File: src/hdl/assert_macros.svh
// ----------------------------------------------------------------------------
// Assertion macros shared by the linearizer modules
// Implication checks in the same cycle and in the following cycle.
// ----------------------------------------------------------------------------
`ifndef ASSERT_MACROS_SVH
`define ASSERT_MACROS_SVH

// ante holds -> cons holds in the same cycle
`define ASSERT_IMPL(lbl, clk_s, rst_s, ante, cons) \
	lbl: assert property (@(posedge clk_s) disable iff (!(rst_s)) (ante) |-> (cons)) \
		else $error("assertion failed");

// ante holds -> cons holds in the next cycle
`define ASSERT_NEXT(lbl, clk_s, rst_s, ante, cons) \
	lbl: assert property (@(posedge clk_s) disable iff (!(rst_s)) (ante) |=> (cons)) \
		else $error("assertion failed");

`endif

File: src/hdl/ntl_pkg.sv
`timescale 1ns / 1ps
// ----------------------------------------------------------------------------
// ntl_pkg
// Types and constants of the NTC thermistor linearizer.
// ----------------------------------------------------------------------------
package ntl_pkg;

	localparam int LN_FRAC = 24;          // fraction bits of the log values
	localparam int Q_BITS  = 41;          // quotient bits, kelvin in centidegrees
	localparam int QDEPTH  = 4;           // front/back queue depth
	localparam int QAW     = 2;           // queue pointer width

	localparam logic [31:0] LN2_Q32      = 32'hB17217F8;
	localparam logic [15:0] KELVIN_CENTI = 16'd27315;

	typedef enum logic [2:0] {
		REG_COEF_A       = 3'd0,
		REG_COEF_B       = 3'd1,
		REG_COEF_C       = 3'd2,
		REG_REF_MV       = 3'd3,
		REG_FIXED_OHMS   = 3'd4,
		REG_ON_TOP       = 3'd5,
		REG_TEMP_FLOOR   = 3'd6,
		REG_TEMP_CEILING = 3'd7
	} ntl_reg_t;

	typedef enum logic [1:0] {
		ST_OK    = 2'd0,
		ST_RANGE = 2'd1,
		ST_LIMIT = 2'd2
	} ntl_status_t;

	// settings seen by the front part
	typedef struct packed {
		logic [11:0] ref_mv;
		logic [19:0] fixed_ohms;
		logic        on_top;
	} ntl_fcfg_t;

	// settings seen by the back part
	typedef struct packed {
		logic signed [47:0] coef_a;
		logic signed [47:0] coef_b;
		logic signed [47:0] coef_c;
		logic signed [15:0] temp_floor;
		logic signed [15:0] temp_ceiling;
	} ntl_bcfg_t;

	// classified sample: divider ratio as num/den
	typedef struct packed {
		logic        bad;
		logic [31:0] num;
		logic [11:0] den;
	} ntl_item_t;

endpackage

File: src/hdl/ntl_if.sv
`timescale 1ns / 1ps
// ----------------------------------------------------------------------------
// ntl_in_if / ntl_out_if
// Valid/ready channels for tap samples and temperature results.
// ----------------------------------------------------------------------------
interface ntl_in_if;
	logic        valid;
	logic        ready;
	logic [11:0] tap_millivolts;

	modport source (output valid, output tap_millivolts, input ready);
	modport sink   (input valid, input tap_millivolts, output ready);
endinterface


File: src/hdl/ntl_front.sv
`timescale 1ns / 1ps
// ----------------------------------------------------------------------------
// ntl_front
// Accepts tap beats, flags out-of-range voltages and forms the divider ratio.
// ----------------------------------------------------------------------------
module ntl_front (
	ntl_in_if.sink              sample,
	input  ntl_pkg::ntl_fcfg_t  cfg,
	input  logic                q_full,
	output logic                push,
	output ntl_pkg::ntl_item_t  item
);

	logic [11:0] v;
	logic [11:0] diff;
	logic [11:0] mul_op;

	assign v            = sample.tap_millivolts;
	assign diff         = cfg.ref_mv - v;
	assign sample.ready = !q_full;
	assign push         = sample.valid && !q_full;

	// thermistor on top: R = fixed*(ref-v)/v, else fixed*v/(ref-v)
	assign mul_op   = cfg.on_top ? diff : v;
	assign item.bad = (v == '0) || (v >= cfg.ref_mv) || (cfg.fixed_ohms == '0);
	assign item.num = cfg.fixed_ohms * mul_op;
	assign item.den = cfg.on_top ? v : diff;

endmodule

File: src/flat_wrapper.sv
// flat-port wrapper written by rule: the top's interface ports become plain ports
module ntl_front_flat 
  (cfg, q_full, push, item, sample_valid, sample_tap_millivolts, sample_ready);
  ntl_in_if sample_i ();
  input  ntl_pkg::ntl_fcfg_t cfg;
  input  logic q_full;
  output logic push;
  output ntl_pkg::ntl_item_t item;
  input wire logic [$bits(sample_i.valid)-1:0] sample_valid;
  input wire logic [$bits(sample_i.tap_millivolts)-1:0] sample_tap_millivolts;
  output wire logic [$bits(sample_i.ready)-1:0] sample_ready;
  assign sample_i.valid = sample_valid;
  assign sample_i.tap_millivolts = sample_tap_millivolts;
  assign sample_ready = sample_i.ready;
  ntl_front u_core (.sample(sample_i), .cfg(cfg), .q_full(q_full), .push(push), .item(item));
endmodule
File: config.mk
export PLATFORM = sky130hd
export DESIGN_NAME = ntl_front_flat
export DESIGN_NICKNAME = d
export VERILOG_FILES = /design/src/hdl/assert_macros.svh /design/src/hdl/ntl_pkg.sv /design/src/hdl/ntl_if.sv /design/src/hdl/ntl_front.sv /design/src/flat_wrapper.sv
export SDC_FILE = /design/constraint.sdc
export NUM_CORES = 1
export LEC_CHECK = 0
export ABC_CLOCK_PERIOD_IN_PS = 8800
export BUFFER_PORTS_ARGS = -buffer_cell sky130_fd_sc_hd__buf_4
export CORE_ASPECT_RATIO = 0.8
export CORE_UTILIZATION = 52
export DETAILED_ROUTE_END_ITERATION = 6
export GPL_TIMING_DRIVEN = 1
export PLACE_DENSITY = 0.73
export SLEW_MARGIN = 20
export SYNTH_ARGS = -nofsm -noshare
export SYNTH_HDL_FRONTEND = slang
export SYNTH_SLANG_ARGS = --single-unit
export TNS_END_PERCENT = 5
File: constraint.sdc
create_clock -name vclk -period 8.8
set_clock_uncertainty 0.05 [all_clocks]
set_input_delay 0.44 -clock vclk [all_inputs]
set_output_delay 0.44 -clock vclk [all_outputs]
set_load 0.03 [all_outputs]
==> results.cfg <==
[global_route]
grt_first_pass_wirelength_mm = 34.9
overflow = 0
antenna_found_initial = 0
track_usage_pct = 26.6
first_global_vias = 7314
grt_start_max_net_pins = 26

[timing]
rsz0062_at_grt = false
fin_crit_ps = 8300
hold_viol_final = 0
tns_ps = 0
relSlewSlack_pct = 27.4
slew_violations = 0
max_slew.worst_pin.slew_ps = 1090
setup_viol = 0
fmax_ghz = 0.120
fin_crit_sh_pct = 94.3

[detailed_routing]
wire_per_inst_um = 15.8
drt-vias-per-instance = 5.40
num_vias = 7015
drtPass1Iterations = 4
antenna_left = 0
drcViolationCount = 0
finalWirelength_mm = 20.5
drt_iter0_markers = 400

[finish]
layout-drive-gt1-share_pct = 11.2
ff_latch_area_sq_um = 0
nets = 1395
clock_buffers = 0
area_growth_syn_to_layout_pct = 10.0
nFlopsAndLatches = 0
diodes = 0
n_fill_cell = 1463

[logic_synthesis]
yosysWarnings = 0
netlist_instances = 1034
synth_area_sq_um = 8450
synth_seq_area_share_pct = 0
yosysTopAreaCellShare_pct = 42.9
yosys-top-cells-area = fa_1 (43%), ha_1 (12%), inv_1 (9.7%), nand2_1 (7.9%), and2_1 (2.4%)
synth_nets = 1344
yosys.cell_types.count = 53
synth.avg_cell_area_sq_um = 8.18
yosys.area.top_type = fa_1

[setup_path]
max_stage_delay_ps = 540
crit_path_frequent_cell = fa_1
cp_top_family = adder cells
cp-end-kind = output pin
worst-path-buf-inv = 6
cp-start-kind = primary input
slowest_stage = fa_1
critPathRequiredTime_ps = 8310
worst_ep_arrival_time_ps = 7810
path_class = primary input to output pin
worst-path-max-fanout = 20

[outcome]
status = finished clean

[placed_design]
portBuffers = 94
finalWeightedCongestion = 0.897
dp_hpwl_mm = 16.8

[floorplan]
rows = 41
core_area_sq_um = 15900
fp.dieH_um = 116
die_w_um = 145
ios = 94
initial_core_util_pct = 53.3
die_area_sq_um = 16800

[min_path]
hp-class = primary input to output pin

[flow_run]
maxCapViolCount = 0
[what timing repair did]
action | 4_1_cts | 5_1_grt
hold buffers | 0 | 0
setup endpoints to repair | 0 | 5
buffers inserted | 0 | 1
resized for setup | 0 | 3
[cells in the final DEF, fill, tap and decap left out, drive strengths merged, types with 6 or more instances in the layout]
| master | n |
|---|---|
| ha | 82 |
| xnor2 | 19 |
| inv | 219 |
| o21ai | 33 |
| a21o | 17 |
| buf | 103 |
| nor4 | 8 |
| nor2b | 30 |
| fa | 181 |
| nand3 | 16 |
| a21oi | 27 |
| and2 | 33 |
| mux2 | 6 |
| nand2b | 18 |
| xor2 | 11 |
| nand2 | 177 |
| nor2 | 26 |
| and3 | 17 |
| a31oi | 7 |
[worst min-delay path, stage by stage]
cell   delay (ps)
buf_4          80
inv_1          30
buf_4         150
[path summary, 6_finish.rpt]
check,start,to,cells after the start
worst max-delay path,cfg[21],item[41],30
worst min-delay path,q_full,sample_ready,3
[area by class of cell]
class                           instances  area [sq um]  area share (%)
Inverter                              220           826            8.88
Multi-Input combinational cell        760          7440            79.9
Tap cell                              215           269            2.89
Timing Repair Buffer                  103           773            8.31
[cell usage after synthesis, types with 2 or more instances]
library cell / instances
a21boi_0: 3
a31oi_1: 7
fa_1: 181
o21ai_0: 28
xnor2_1: 19
nand4_1: 4
ha_1: 82
mux2_2: 6
o21bai_1: 5
xor2_1: 11
nor4_1: 8
nand3_1: 16
inv_1: 219
and3_1: 17
a21oi_1: 26
a211oi_1: 4
o31a_1: 2
a21o_1: 17
nor2_1: 26
nand2_1: 177
a221o_1: 2
a221oi_2: 2
a31o_1: 2
and2_1: 33
o21ai_1: 4
buf_4: 2
o21a_1: 5
nand2b_1: 18
a221oi_1: 2
nor2b_1: 30
clkbuf_1: 51
mux2i_1: 2
o31ai_1: 3
[logic make-up after synthesis]
logic type,count (synthesis),synth area share [%]
buf+inv,274,12.3
xor+xnor,30,3.11
compound gates,124,9.98
fa+ha+maj,263,55.0
simple gates,335,18.6
mux,8,1.04
[per-layer routing]
metal	vias up	global-route usage [%]	wire (um)
met4	0	4.49	368
met1	3496	35.8	8920
met2	224	46.9	9890
met5	-	0	0
met3	30	2.98	1290
li1	3265	-	-
[per-stage QoR]
| stage | setup slack [ps] | hold WS (ps) | area, sq um | util [%] | cells |
|---|---|---|---|---|---|
| final | 500 | 1100 | 9300 | 58.7 | 1298 |
| after global routing | 7.96 | 1100 | 9300 | 58.7 | 1298 |
| after detailed placement | 417 | 1100 | 9290 | 58.6 | 1297 |
| after CTS | 375 | 1100 | 9290 | 58.6 | 1297 |
| after global placement | 581 | 1090 | 9290 | 58.6 | 1297 |
| after floorplan | 1220 | 940 | 8450 | - | 1034 |
Power is not shown: default switching activity piles up to over one toggle a cycle in this logic, so the estimate is an artifact.
