==> config.mk <==
export PLATFORM = sky130hd
export DESIGN_NAME = ntl_queue
export DESIGN_NICKNAME = d
export VERILOG_FILES = /design/src/hdl/ntl_pkg.sv /design/src/hdl/ntl_queue.sv
export VERILOG_INCLUDE_DIRS = /design/src /design/src/hdl
export SDC_FILE = /design/constraint.sdc
export NUM_CORES = 1
export LEC_CHECK = 0
export ABC_AREA = 1
export BUFFER_PORTS_ARGS = -buffer_cell sky130_fd_sc_hd__buf_4
export CAP_MARGIN = 20
export CORE_MARGIN = 2
export CORE_UTILIZATION = 50
export CTS_CLUSTER_SIZE = 14
export DETAILED_ROUTE_END_ITERATION = 10
export PLACE_DENSITY = 0.71
export REMOVE_ABC_BUFFERS = 1
export SLEW_MARGIN = 20
export SYNTH_ARGS = -nofsm -noshare
export SYNTH_HDL_FRONTEND = slang
export SYNTH_SLANG_ARGS = --single-unit
export TNS_END_PERCENT = 5
==> constraint.sdc <==
create_clock -name clk -period 2.49 [get_ports clk]
set_clock_uncertainty 0.2 [all_clocks]
set_input_delay 0.1245 -clock clk [delete_from_list [all_inputs] [get_ports clk]]
set_output_delay 0.1245 -clock clk [all_outputs]
set_load 0.05 [all_outputs]
==> src/hdl/assert_macros.svh <==
// ----------------------------------------------------------------------------
// Assertion macros shared by the linearizer modules
// Implication checks in the same cycle and in the following cycle.
// ----------------------------------------------------------------------------
`ifndef ASSERT_MACROS_SVH
`define ASSERT_MACROS_SVH

// ante holds -> cons holds in the same cycle
`define ASSERT_IMPL(lbl, clk_s, rst_s, ante, cons) \
	lbl: assert property (@(posedge clk_s) disable iff (!(rst_s)) (ante) |-> (cons)) \
		else $error("assertion failed");

// ante holds -> cons holds in the next cycle
`define ASSERT_NEXT(lbl, clk_s, rst_s, ante, cons) \
	lbl: assert property (@(posedge clk_s) disable iff (!(rst_s)) (ante) |=> (cons)) \
		else $error("assertion failed");

`endif

==> src/hdl/ntl_pkg.sv <==
`timescale 1ns / 1ps
// ----------------------------------------------------------------------------
// ntl_pkg
// Types and constants of the NTC thermistor linearizer.
// ----------------------------------------------------------------------------
package ntl_pkg;

	localparam int LN_FRAC = 24;          // fraction bits of the log values
	localparam int Q_BITS  = 41;          // quotient bits, kelvin in centidegrees
	localparam int QDEPTH  = 4;           // front/back queue depth
	localparam int QAW     = 2;           // queue pointer width

	localparam logic [31:0] LN2_Q32      = 32'hB17217F8;
	localparam logic [15:0] KELVIN_CENTI = 16'd27315;

	typedef enum logic [2:0] {
		REG_COEF_A       = 3'd0,
		REG_COEF_B       = 3'd1,
		REG_COEF_C       = 3'd2,
		REG_REF_MV       = 3'd3,
		REG_FIXED_OHMS   = 3'd4,
		REG_ON_TOP       = 3'd5,
		REG_TEMP_FLOOR   = 3'd6,
		REG_TEMP_CEILING = 3'd7
	} ntl_reg_t;

	typedef enum logic [1:0] {
		ST_OK    = 2'd0,
		ST_RANGE = 2'd1,
		ST_LIMIT = 2'd2
	} ntl_status_t;

	// settings seen by the front part
	typedef struct packed {
		logic [11:0] ref_mv;
		logic [19:0] fixed_ohms;
		logic        on_top;
	} ntl_fcfg_t;

	// settings seen by the back part
	typedef struct packed {
		logic signed [47:0] coef_a;
		logic signed [47:0] coef_b;
		logic signed [47:0] coef_c;
		logic signed [15:0] temp_floor;
		logic signed [15:0] temp_ceiling;
	} ntl_bcfg_t;

	// classified sample: divider ratio as num/den
	typedef struct packed {
		logic        bad;
		logic [31:0] num;
		logic [11:0] den;
	} ntl_item_t;

endpackage

==> src/hdl/ntl_queue.sv <==
`timescale 1ns / 1ps
// ----------------------------------------------------------------------------
// ntl_queue
// Short queue between the front and back parts.
// ----------------------------------------------------------------------------
`include "assert_macros.svh"

module ntl_queue (
	input  logic               clk,
	input  logic               arst_n,
	input  logic               push,
	input  ntl_pkg::ntl_item_t push_item,
	input  logic               pop,
	output logic               full,
	output logic               avail,
	output ntl_pkg::ntl_item_t head
);

	ntl_pkg::ntl_item_t         mem_q [ntl_pkg::QDEPTH];
	logic [ntl_pkg::QAW-1:0]    wr_q;
	logic [ntl_pkg::QAW-1:0]    rd_q;
	logic [ntl_pkg::QAW:0]      cnt_q;

	assign full  = (cnt_q == (ntl_pkg::QAW+1)'(ntl_pkg::QDEPTH));
	assign avail = (cnt_q != '0);
	assign head  = mem_q[rd_q];

	always_ff @(posedge clk) begin
		if (push) begin
			mem_q[wr_q] <= push_item;
		end
	end

	always_ff @(posedge clk or negedge arst_n) begin
		if (!arst_n) begin
			wr_q  <= '0;
			rd_q  <= '0;
			cnt_q <= '0;
		end else begin
			if (push) begin
				wr_q <= wr_q + 1'b1;
			end
			if (pop) begin
				rd_q <= rd_q + 1'b1;
			end
			case ({push, pop})
				2'b10:   cnt_q <= cnt_q + 1'b1;
				2'b01:   cnt_q <= cnt_q - 1'b1;
				default: cnt_q <= cnt_q;
			endcase
		end
	end

	`ASSERT_NEXT(a_cnt_up, clk, arst_n, push && !pop, cnt_q == $past(cnt_q) + 1'b1)
	`ASSERT_IMPL(a_pop_avail, clk, arst_n, pop, cnt_q != '0)

endmodule

==> results.cfg, run 1 <==
[clocking]
tritoncts = done
ctsRootBufferMaster = clkbuf_16
clkTransAtPathRegs_ns = 0.06
cts_buffers = 17
clock_path_buffers = 2
cts.sinks = 187
h-tree-depth = 4
insertion_delay_ns = 0.43

[yosys]
synth_cell_types = 19
synth_most_common_cell = nand2_1
yosys-top-cells-count = nand2_1, edfxtp_1, inv_1
ys_seq_elements = 187
synthTopCellsByArea = edfxtp_1, nand2_1, inv_1
netlist_area_um2 = 7670
yosys_warnings = 0
synthCells = 662
syn_avg_cell_area_um2 = 11.6
seq_area_frac_synth_pct = 72.7
async_flop_share_pct = 3.74
synth_area_leader_cell = edfxtp_1
synth_flop_cell = edfxtp_1
synth-edff-count = 180
synth_top_area_share_pct = 70.4

[setup_path]
r2r-start = wr_q[0]
cp.required_ns = 2.17
cp-end-kind = output pin
r2r_end = mem_q[0][10]
setup.worst_path.class = flop to output pin
arrival_ns = 1.88
crit_fanout = 20
crit_start = rd_q[1]
r2r_setup_slack_ns = 0.64
worst-r2r-cell-count = 5
critPathLaunchType = flop
crit_end = head[1]

[global_route]
grt_max_degree = 113
grt_pass1_vias = 4880
antenna_found_initial = 0
grt_pass1_wl_um = 23700
overflow = 0
grt_util_all_layers_pct = 19.0

[floorplan]
core-area_um2 = 15100
io_pins = 96
die_x_um = 128
rows = 45
dieArea_um2 = 16400
start_util_pct = 50.9
die_y_um = 128

[sta]
tightest_slew_ns = 0.457
timing.fmax_ghz = 0.453
period_minus_slack_ns = 2.21
fin_ws_ns = 0.282
report.final.slew_viol_count = 0
fin_crit_sh_pct = 88.7
hold_viol = 0
finalSetupViolations = 0
slew_headroom_pct = 69.5
rsz0062_at_grt = no

[power_and_ir_drop]
finalPower_w = 0.0131
worst_ir_drop_vdd_mv = 1.23
p_per_area_nw_per_um2 = 1340
p_leak_nw = 4.11

[hold_path]
hold_class = input port to flop

[placement]
dp_cells = 925
post-place-ws_ns = 0.646
io_buffers = 95
place_congestion = 0.762
post_dp_cell_area_um2 = 8610
hpwl_um = 8900

[routing]
wl_um = 14800
first_pass_iters = 5
drc = 0
drtAntennaViolNets = 0
drtIter0Drc = 380
vias_per_cell = 4.88
routed-wl-met2_um = 7250
top_layer_used = met4
met1Wirelength_um = 6430
wire_per_inst_um = 14.7
vias = 4907
wl_met3_um = 883

[finish]
final_nets = 860
stdcell_area_um2 = 9730
fillers = 1107
register_area_um2 = 5580
multi_input_area_um2 = 1540
final_util_pct = 64.5
instances_no_fill = 1006
diodes = 0
drive_gt1_share_pct = 17.0
area_growth_pct = 26.8

[run_status]
outcome = finished, final reports clean

[run]
maxCapViolations = 0
## worst max-delay path, cell delays in order, from the launching register on
cell and delay [ns]:
dfrtp_1 0.39, inv_2 0.30, buf_4 0.33, nor2_1 0.08, nand2_1 0.11, nand2_1 0.06
buf_4 0.19
## worst min path at each step
stage / from / end / slack, ns / cells after the start
2_1_floorplan: arst_n / cnt_q[0] / -0.37 / 0
3_3_place_gp: arst_n / cnt_q[0] / -0.26 / 1
3_5_place_dp: arst_n / wr_q[0] / -0.25 / 1
4_1_cts: push_item[19] / mem_q[2][19] / 0.22 / 2
5_1_grt: push_item[40] / mem_q[0][40] / 0.23 / 2
6_report: push_item[19] / mem_q[2][19] / 0.23 / 2
## repair_timing
| item | 4_1_cts | 5_1_grt |
|---|---|---|
| gates resized for setup | 0 | 0 |
| hold buffers | 49 | 0 |
| endpoints found under the hold margin | 193 | 0 |
| buffers inserted | 0 | 0 |
## cells in the final DEF, fill, tap and decap left out, types with 2 or more instances in the layout
cell type,Yosys,final
buf_12,0,6
buf_4,6,99
bufinv_16,0,5
clkbuf_16,0,17
clkinv_1,0,3
clkinv_2,0,3
clkinvlp_4,0,2
dfrtp_1,7,6
dlygate4sd3_1,0,49
edfxtp_1,180,180
ha_1,5,5
inv_1,101,97
inv_2,1,5
nand2_1,194,194
nor2_1,89,89
o211ai_1,45,45
o21ai_0,2,2
xor2_1,3,3
## through the flow
step                      setup TNS (ns)  hold WS [ns]
final                                  0         0.233
after global routing                   0         0.227
after CTS                              0         0.220
after detailed placement               0        -0.252
after global placement                 0        -0.257
after floorplan                   -73.17        -0.371
## report_power, final
group	switching, W	leakage (nW)	internal (W)
clock	0.00109	0.303	0.00177
combinational	0.00421	2.08	0.00168
sequential	0.000186	1.74	0.00413
## registers in the layout (all words and copies together) (netlist names)
register	flops
mem_q	180
rd_q	2
wr_q	2
cnt_q	3
## kinds of logic (layout without fill, tap and decap cells)
| logic type | count (synthesis) | after routing | synth area share, % |
|---|---|---|---|
| buf+inv | 132 | 288 | 7.17 |
| fa+ha+maj | 6 | 6 | 1.08 |
| compound gates | 47 | 47 | 4.53 |
| flops | 187 | 187 | 72.7 |
| xor+xnor | 4 | 4 | 0.457 |
| simple gates | 286 | 286 | 14.1 |
## metal layers
layer | global-route usage (%) | vias to the layer above
li1 | - | 2443
met1 | 24.9 | 2294
met2 | 31.0 | 151
met3 | 5.47 | 19
met4 | 6.40 | 0
met5 | 0 | -
## cell type report
cell class,instances,area share [%]
sequential,187,57.4
inverter,102,3.94
clock buffer,18,4.41
timing repair buffer,154,13.9
tap,188,2.42
multi-input combinational,343,15.9
clock inverter,14,2.06
(Power assumes the default switching activity.)
==> run 2, diff against run 1 <==
- GPL_ROUTABILITY_DRIVEN: default -> 0
- GPL_TIMING_DRIVEN: default -> 0
- PLACE_DENSITY: 0.71 -> default
- PLACE_DENSITY_LB_ADDON: default -> 0.1
==> run 2 against run 1 <==
Compared with the run above:
- count of clock-buffer cells in the layout is 11 higher
- die area stayed put
- sequential share of layout area is 0.29 points higher
- critical path depth stayed put
- flip-flop and latch count stayed put
- largest power group unchanged
==> results.cfg, run 2 (same netlist as run 1, synthesis figures left out) <==
[run_status]
outcome = finished, final reports clean

[sta]
report.final.slew_viol_count = 0
finalSetupViolations = 0
tightest_slew_ns = 0.699
hold_ws_ns = 0.240
timing.fmax_ghz = 0.447
period_minus_slack_ns = 2.24
slew_headroom_pct = 53.4
fin_crit_sh_pct = 89.9
hold_viol = 0
fin_ws_ns = 0.251
rsz0062_at_grt = no

[routing]
wl_um = 13700
first_pass_iters = 4
wire_per_inst_um = 13.7
drtAntennaViolNets = 0
vias = 4804
drtIter0Drc = 229
drc = 0
vias_per_cell = 4.80

[finish]
final_util_pct = 64.2
multi_input_area_um2 = 1540
area_growth_pct = 26.1
layout_commonest_cell = nand2_1
diodes = 0
register_area_um2 = 5580
final_nets = 855
final_cell_mix = nand2_1, edfxtp_1, inv_1
top_regs = mem_q (180), cnt_q (3)
largest_reg_flops = 180
fillers = 1169
top_register = mem_q
drive_gt1_share_pct = 16.5

[clocking]
cts_buffers = 17
h-tree-depth = 4
cts.sinks = 187
ctsRootBufferMaster = clkbuf_16
clkTransAtPathRegs_ns = 0.06
tritoncts = done
insertion_delay_ns = 0.42
clock_path_buffers = 2

[floorplan]
io_pins = 96
die_x_um = 128
rows = 45
core-area_um2 = 15100
dieArea_um2 = 16400
start_util_pct = 50.9
die_y_um = 128

[setup_path]
worstPathCellList = buf_16 > nor2_1 > nor2_1 > nand2_1 > nand2_1 > buf_4
cp.required_ns = 2.17
crit_fanout = 82
cp-end-kind = output pin
crit_family = flip-flops
setup.worst_path.class = flop to output pin
path_buf_inv = 2
cpPeakStageDelay_ns = 0.61
cp_slowest_cell = dfrtp_4
arrival_ns = 1.91
critPathLaunchType = flop

[power_and_ir_drop]
p_per_area_nw_per_um2 = 1320
p_int_w = 0.00740
p_clk_share_pct = 20.7
p_leak_nw = 4.08
netSwitchingPower_w = 0.00542
worst_ir_drop_vdd_mv = 0.824
p_sw_share_pct = 42.3
p_seq_share_pct = 34.0
p_comb_share_pct = 45.3

[global_route]
grt_max_degree = 83
grt_pass1_wl_um = 21900
grt_pass1_vias = 4618
overflow = 0
grt_util_all_layers_pct = 17.5
antenna_found_initial = 0

[placement]
post-place-ws_ns = 0.604
hpwl_um = 7500
io_buffers = 95

[run]
maxCapViolations = 0

[hold_path]
hold_class = input port to flop
-- run 2: cell types whose count changed in the layout (fill, tap and decap cells not counted), sizes merged --
cell	before	now
inv	103	102
clkbuf	18	29
bufinv	5	0
buf	105	100
clkinv	6	1
-- run 2: cell type report --
class	count	area share, %
Clock buffer	29	6.04
Clock inverter	3	0.207
Inverter	102	4.08
Multi-Input combinational cell	343	15.9
Sequential cell	187	57.7
Tap cell	188	2.43
Timing Repair Buffer	149	13.6
-- run 2: metal layers --
metal	wire length, µm	GRT usage [%]
met5	0	0
met4	150	5.75
met3	645	5.34
met2	6970	29.9
met1	5960	21.5
-- run 2: path summary, 6_finish.rpt --
check                               from           end  slack (ns)  cells past startpoint
max                              rd_q[0]      head[14]        0.25                      6
min                        push_item[41]  mem_q[2][41]        0.24                      2
max reg2reg                      wr_q[1]  mem_q[1][33]        0.63                      4
min reg2reg                     cnt_q[2]      cnt_q[2]        0.27                      2
max in group asynchronous         arst_n       rd_q[0]        1.36                      3
min in group asynchronous         arst_n      cnt_q[0]        0.46                      3
-- run 2: power groups by stage --
stage	logic, W	clock network [W]	registers, W
2_1_floorplan	0.00366	0	0.00457
3_3_place_gp	0.00460	0	0.00461
3_5_place_dp	0.00574	0	0.00445
4_1_cts	0.00582	0.00269	0.00438
5_1_grt	0.00631	0.00283	0.00441
6_report	0.00581	0.00266	0.00435
-- run 2: per-stage QoR --
stage | power, W | instance area [µm²] | setup TNS, ns | cells
floorplan | 0.00824 | 7510 | -73.17 | 632
global placement | 0.00921 | 8460 | -198.15 | 915
detailed placement | 0.0102 | 8570 | 0 | 919
CTS | 0.0129 | 9670 | 0 | 1000
global route | 0.0135 | 9680 | 0 | 1001
finish | 0.0128 | 9680 | 0 | 1001
-- run 2: what timing repair did --
action,in CTS,in global routing
buffers inserted,0,1
gates resized for setup,0,0
endpoints found under the hold margin,193,0
hold buffers,49,0
setup endpoints to repair,0,4
